==> config.mk <==
export PLATFORM = sky130hd
export DESIGN_NAME = tte_front
export DESIGN_NICKNAME = d
export VERILOG_FILES = /design/src/rtl/transposition_table_engine_macros.svh /design/src/rtl/tte_pkg.sv /design/src/rtl/tte_front.sv
export SDC_FILE = /design/constraint.sdc
export NUM_CORES = 1
export LEC_CHECK = 0
export BUFFER_PORTS_ARGS = -buffer_cell sky130_fd_sc_hd__buf_4
export CORE_MARGIN = 4
export CORE_UTILIZATION = 50
export DETAILED_ROUTE_END_ITERATION = 6
export PLACE_DENSITY = 0.86
export RECOVER_POWER = 100
export SYNTH_ARGS = -nofsm -noshare
export SYNTH_HDL_FRONTEND = slang
export SYNTH_SLANG_ARGS = --single-unit
==> constraint.sdc <==
create_clock -name clk -period 12.9 [get_ports clk]
set_clock_uncertainty 0.1 [all_clocks]
set_input_delay 3.225 -clock clk [delete_from_list [all_inputs] [get_ports clk]]
set_output_delay 3.225 -clock clk [all_outputs]
set_load 0.02 [all_outputs]
==> src/rtl/transposition_table_engine_macros.svh <==
// Assertion macros used by the top-level design file.
`ifndef TRANSPOSITION_TABLE_ENGINE_MACROS_SVH
`define TRANSPOSITION_TABLE_ENGINE_MACROS_SVH

// A check that is skipped while reset is held.
`define TTE_ASSERT(name, prop, msg) \
	name: assert property (@(posedge clk) disable iff (!arst_n) prop) else $error(msg);

// A check that also holds during reset.
`define TTE_ASSERT_ALWAYS(name, prop, msg) \
	name: assert property (@(posedge clk) prop) else $error(msg);

`endif

==> src/rtl/tte_pkg.sv <==
`timescale 1ns / 1ps

package tte_pkg;

	// Defaults for the top-level parameters.
	localparam int DEF_INDEX_BITS = 16;
	localparam int DEF_WAYS = 3;
	localparam int DEF_FILL_SAMPLE_BUCKETS = 333;

	// Stream widths; the data widths are padded to whole bytes.
	localparam int IN_DATA_W = 136;
	localparam int IN_USER_W = 3;
	localparam int OUT_DATA_W = 72;

	localparam int TAG_LSB = 48;
	localparam int PERMILLE = 1000;

	// Command codes.
	localparam logic [2:0] CMD_PROBE = 3'd0;
	localparam logic [2:0] CMD_STORE = 3'd1;
	localparam logic [2:0] CMD_NEW_SEARCH = 3'd2;
	localparam logic [2:0] CMD_CLEAR = 3'd3;
	localparam logic [2:0] CMD_FILL = 3'd4;
	localparam logic [2:0] CMD_NONE = 3'd7;

	// Configuration register indexes.
	localparam logic [3:0] REG_INDEX_BITS = 4'd0;
	localparam logic [3:0] REG_MATE_BOUND = 4'd1;

	localparam logic [4:0] RST_INDEX_BITS = 5'd16;
	localparam logic [14:0] RST_MATE_BOUND = 15'd31754;

	// One stored entry; flag holds the generation above the bound.
	typedef struct packed {
		logic [15:0] tag;
		logic [15:0] move_code;
		logic [7:0]  depth;
		logic [7:0]  flag;
		logic [15:0] eval;
		logic [15:0] value;
	} entry_t;

	// One classified command in the queue.
	typedef struct packed {
		logic [2:0]  op;
		logic        way_ok;
		logic [63:0] key;
		logic [1:0]  way;
		logic [15:0] move_code;
		logic [7:0]  depth;
		logic [15:0] score;
		logic [15:0] pos_eval;
		logic [1:0]  bound;
		logic [9:0]  ply;
	} item_t;

	// One result beat.
	typedef struct packed {
		logic        hit;
		logic [1:0]  slot_way;
		logic [15:0] found_move;
		logic [7:0]  found_depth;
		logic [15:0] found_score;
		logic [15:0] found_eval;
		logic [1:0]  found_bound;
		logic [9:0]  fill_permille;
	} result_t;

	typedef struct packed {
		logic [1:0] count;
	} fe_status_t;

	typedef struct packed {
		logic clearing;
	} bk_status_t;

	// Saturate a widened score back to 16 bits.
	function automatic logic [15:0] sat16(input logic signed [17:0] v);
		logic [15:0] r;
		if (v > 18'sd32767) begin
			r = 16'h7FFF;
		end else if (v < -18'sd32768) begin
			r = 16'h8000;
		end else begin
			r = v[15:0];
		end
		return r;
	endfunction

endpackage

==> src/rtl/tte_front.sv <==
`timescale 1ns / 1ps

module tte_front import tte_pkg::*; #(
	parameter int WAYS = DEF_WAYS
) (
	input  logic                 clk,
	input  logic                 arst_n,
	input  logic                 s_tvalid,
	output logic                 s_tready,
	input  logic [IN_DATA_W-1:0] s_tdata,
	input  logic [IN_USER_W-1:0] s_tuser,
	input  logic                 hold,
	output logic                 q_valid,
	output item_t                q_item,
	input  logic                 q_pop,
	output fe_status_t           status
);

	item_t       slot_q [2];
	logic        wp_q;
	logic        rp_q;
	logic [1:0]  cnt_q;
	item_t       item_in;
	logic        push;
	logic        pop;

	// Unpack the beat and classify the command.
	always_comb begin
		item_in.key = s_tdata[63:0];
		item_in.way = s_tdata[65:64];
		item_in.move_code = s_tdata[81:66];
		item_in.depth = s_tdata[89:82];
		item_in.score = s_tdata[105:90];
		item_in.pos_eval = s_tdata[121:106];
		item_in.bound = s_tdata[123:122];
		item_in.ply = s_tdata[133:124];
		item_in.way_ok = (int'(s_tdata[65:64]) < WAYS);
		case (s_tuser) inside
			CMD_PROBE, CMD_STORE, CMD_NEW_SEARCH, CMD_CLEAR, CMD_FILL: item_in.op = s_tuser;
			default: item_in.op = CMD_NONE;
		endcase
	end

	assign s_tready = (cnt_q != 2'd2) && !hold;
	assign push = s_tvalid && s_tready;
	assign pop = q_pop && q_valid;
	assign q_valid = (cnt_q != 2'd0);
	assign q_item = slot_q[rp_q];
	assign status.count = cnt_q;

	// Two-entry queue between the front and the back.
	always_ff @(posedge clk or negedge arst_n) begin
		if (!arst_n) begin
			wp_q <= 1'b0;
			rp_q <= 1'b0;
			cnt_q <= 2'd0;
		end else begin
			if (push) begin
				wp_q <= !wp_q;
			end
			if (pop) begin
				rp_q <= !rp_q;
			end
			if (push && !pop) begin
				cnt_q <= cnt_q + 2'd1;
			end else if (pop && !push) begin
				cnt_q <= cnt_q - 2'd1;
			end
		end
	end

	always_ff @(posedge clk) begin
		if (push) begin
			slot_q[wp_q] <= item_in;
		end
	end

endmodule

After elaboration in Yosys (flattened, before gate mapping)
Memory sizes are Yosys's and may differ from the RTL's.
Index checks and enable logic that the tools add are counted.
{"block": "op_classes", "addsub": 2, "order_cmp": 1, "n_eq_ne": 5, "n_mux": 5, "n_reduce_logical": 14}
{"op": "== test 3 x 2 -> 1 bit, second input constant", "count": 2}
{"op": "logical AND 1 bit", "count": 5}
{"op": "zero test 1 bit", "count": 5}
{"op": "OR reduction 5 bit", "count": 1}
{"op": "two-way mux 2 bit", "count": 2}
{"op": "nonzero test 2 bit", "count": 2}
{"op": "== test 3 x 1 -> 1 bit, second input constant", "count": 1}
{"op": "== test 3 bit, second input constant", "count": 1}
{"op": "zero test 3 bit", "count": 1}
{"op": "two-way mux 3 bit", "count": 1}
{"op": "adder 2 x 1 -> 2 bit, second input constant", "count": 1}
{"op": "less-than comparator 2 bit, second input constant", "count": 1}
{"op": "two-way mux 1 bit", "count": 2}
{"op": "inequality test 2 bit, second input constant", "count": 1}
{"op": "subtractor 2 x 1 -> 2 bit, second input constant", "count": 1}
{"block": "word_totals", "register_bits": 4, "ram_bits": 276, "inputBits": 144, "out_inout_bits": 142, "wordCells": 31, "n_memories": 1}
{"name": "slot_q", "words": 2, "width": 138, "read_ports": 1, "rd_ports_with_merged_regs": 0, "write_ports": 1, "line_no": "tte_front.sv:19", "rtl": "item_t slot_q [2];"}

Depth between registers and ports, before layout
{"block": "depth", "word_depth": 7, "depth_mapped": 6, "depth_no_buf": 6}

Least setup slack after synthesis
Ideal clock, no wire load.
{"block": "synth_timing", "kind": "input port to flip-flop", "start": "input hold", "end": "memory slot_q[0][0] (netlist bit) (enable)", "setup_ns": 0.654, "arrival_ns": 9.558, "required_time_ns": 12.146, "slack_ns": 2.588, "cell_stages": 2, "n_path_buf": 0, "cell_sequence": "nor3b_4 nor2b_1"}
{"block": "synth_between", "elab_chain_len": 5}
{"item": "start, declared", "line_no": "tte_front.sv:12", "rtl": "input logic hold,"}
{"item": "zero test 1 bit", "line_no": "tte_front.sv:44", "rtl": "assign s_tready = (cnt_q != 2'd2) && !hold;"}
{"item": "logical AND 1 bit", "line_no": "tte_front.sv:44"}
{"item": "logical AND 1 bit", "line_no": "tte_front.sv:45", "rtl": "assign push = s_tvalid && s_tready;"}
{"item": "two-way mux 1 bit", "line_no": "tte_front.sv:73", "rtl": "if (push) begin"}
{"item": "two-way mux 1 bit (implied by the code)", "line_no": "tte_front.sv:74", "rtl": "slot_q[wp_q] <= item_in;"}
{"item": "end, declared", "line_no": "tte_front.sv:19"}
No other way between the ends.

Final worst setup path
{"block": "layout_timing", "start": "input hold", "end": "memory slot_q[1][49] (netlist bit) (enable)"}
{"block": "layout_between", "elab_chain_len": 5}
{"item": "zero test 1 bit", "line_no": "tte_front.sv:44"}
{"item": "logical AND 1 bit", "line_no": "tte_front.sv:44"}
{"item": "logical AND 1 bit", "line_no": "tte_front.sv:45"}
{"item": "named net push", "line_no": "tte_front.sv:24", "rtl": "logic push;"}
{"item": "two-way mux 1 bit", "line_no": "tte_front.sv:73"}
{"item": "two-way mux 1 bit (implied by the code)", "line_no": "tte_front.sv:74"}
The timed path passes the listed nets, and every way through them passes these cells.

==> metrics <==
first drt pass iteration count=4; CTS tree=done; Die Y=~150 um; die width=between 150 and 200 um; Slew Limit Headroom=-1.776; Worst EP arrival=between 8000 and 9000 ps; # nets final=~900; DIE AREA=about 23,000 sq um; share of cells above drive strength 1=0.3871; Max Freq=approximately 120 MHz; complex-gate fraction of the synthesized area=0.001468; Syn Inst Count=between 400 and 500; worst flop-to-flop path startpoint=status[1]; largest net degree at the start of global routing=a little under 80; Num CTS Buffers=29; Cell Int Power=0.001883 W; CP max-delay cell=and2_0; worst hold path class=flop to flop; CP Max Fanout=78; crit path buf inv count=2; switching power share of the total=0.3076; combinational family with the most area after synthesis=multiplexers; clock power share=0.282; highest routed layer=met4; failing checks=capacitance limit, slew limit; crit-path cells=clkbuf_1 > nor3b_1 > and2_0 > buf_4; Largest delay share family, worst path=simple AND/OR/NAND/NOR gates; Starting Density=0.5069; min cycle time layout=between 8000 and 9000 ps; H-tree Lvls=1; I/O Pins=286; grt total ovfl=0; DR vias=~5,200; crit start category=primary input; # hold bufs at CTS=0; post-route setup slack=4748 ps; P_sw=0.0008364 W; initial antenna violation count=0; vias in the first global route=roughly 5,700; Antenna diodes=0; Avg Cell Area, Syn=22.67 sq um; Layout area overhead=25.49%; DR DRC count=0; post-synthesis cell area=between 10,000 and 15,000 sq um; post-DP HPWL=around 13,000 um; fin. max-slew vios=about 270; maximum VDD drop=between 100 and 150 uV; simple-gate area share of the yosys netlist=0.005751; core area=approximately 20,000 sq um; Final Wtd Congestion=between 0.7 and 0.8; Worst Setup Path Type=primary input to flop; combinational fraction of design power=0.274; Post-Synth XOR/XNOR Area=0.004283; gr usage total=0.1674; post-synthesis mux area share=0.1520; Unique masters post-synth=17; Crit. End Element=flop; adder and majority gate portion of the synthesized area=0.001224; Slew @ Worst Pin=between 4000 and 5000 ps; sequential power share=0.445; status=complete, but fails checks; root buffer cell=clkbuf_16; CTS Sinks=280; # resized after CTS=0; Site Rows=52; port bufs=283; CTS max path bufs=3; Total Wirelength=about 20,000 um; crit-path max cell delay=roughly 3000 ps; WL met3=approximately 1700 um; CTS clk-pin slew, worst paths=around 60 ps; sequential cell area fraction in the yosys report=0.8204; Worst EP required=approximately 13,000 ps; post-synth top area share=0.8106; area leader, netlist=edfxtp_1; initial DRC count=~210; CP startpoint=hold; wl on met1=between 7000 and 8000 um; Yosys reg bits=between 200 and 300; first-pass GRT wire length=29,600 um; # Post-CTS Setup Buffers=0; Post-Syn Nets=596; synth top area cells=edfxtp_1 81%, mux2_2 15%, buf_6 1.2%; final setup fails=0; vias per std cell=5.012; Pwr Density=around 210 nW/um^2; min-delay src=wp_q; WL per Instance=around 19 um; final hold viol count=0; RSZ-0062 raised after global routing=no; met2 routed wirelength=between 10,000 and 15,000 um; most common cell after layout, fill and taps aside=edfxtp_1; dpl ws=roughly 6000 ps; Leakage=4.360 nW; most frequent cells in the layout=276 x edfxtp_1, 170 x clkbuf_1, 135 x mux2_2; MaxCap Viol Count=4; Final Cycle Share=0.6319; setup TNS=0 ps; Syn. warnings=0; Worst-Skew Late Latency=roughly 520 ps; remaining antenna violation count=0
## through the flow
| stage | area [sq um] | cells | total power (W) | util | hold slack [ps] |
|---|---|---|---|---|---|
| 3_5_place_dp | 12580 | 992 | 0.002101 | 0.6236 | 436.3 |
| 3_3_place_gp | 12580 | 992 | 0.002082 | 0.6236 | 428.3 |
| 6_report | 12830 | 1045 | 0.002719 | 0.6362 | 393.6 |
| 5_1_grt | 12830 | 1045 | 0.002839 | 0.6362 | 407.9 |
| 4_1_cts | 13460 | 1045 | 0.002875 | 0.6676 | 449.0 |
| 2_1_floorplan | 10220 | 451 | 0.001785 | - | 355.5 |
## cell type report
type                    count  area, sq um
multi-input cells         155         1673
clock inverters            16        130.1
fillers                  1515         7338
repair buffers            287         1546
well taps                 270        337.8
clock buffers              37        755.7
flip-flops and latches    280         8388
## per-layer routing
| layer | vias up | GRT usage |
|---|---|---|
| li1 | 2413 | - |
| met1 | 2576 | 0.1788 |
| met2 | 200 | 0.3099 |
| met3 | 49 | 0.05147 |
| met4 | 0 | 0.06210 |
| met5 | - | 0 |
## path summary, 6_finish.rpt
kind / to / slack [ps] / depth (start not counted)
worst min register to register: wp_q / 390 / 1
worst max register to register: slot_q[1][49] / 6930 / 4
worst max-delay path: slot_q[1][49] / 4750 / 4
worst min-delay path: wp_q / 390 / 1
min in group asynchronous: status[0] / 2450 / 1
max in group asynchronous: wp_q / 10030 / 1
## registers in the layout, summed over array words and instances, names as in the netlist
register,flops
rp_q,1
slot_q,276
status,2
wp_q,1
## power by group through the flow
stage          Sequential (W)  Clock, W  Combinational, W
2_1_floorplan         0.00119         0          0.000590
3_3_place_gp          0.00121         0          0.000870
3_5_place_dp          0.00122         0          0.000880
4_1_cts               0.00120  0.000787          0.000885
5_1_grt               0.00122  0.000829          0.000790
6_report              0.00121  0.000766          0.000744
## cells in the mapped netlist
master	count
edfxtp_1	276
buf_2	2
nor2b_1	2
dfrtp_1	4
and2_1	1
nand2_1	2
a21o_1	2
xnor2_1	2
buf_6	11
nor2_1	2
xor2_1	3
nor3b_4	1
buf_4	2
ha_1	1
mux2_2	138
clkbuf_1	1
or2_2	1
## kinds of logic after synthesis
logic type,Yosys count
buf+inv,16
simple gates,9
mux,138
flops,280
compound gates,2
xor+xnor,5
fa+ha+maj,1
Power figures use the tool's default switching activity.
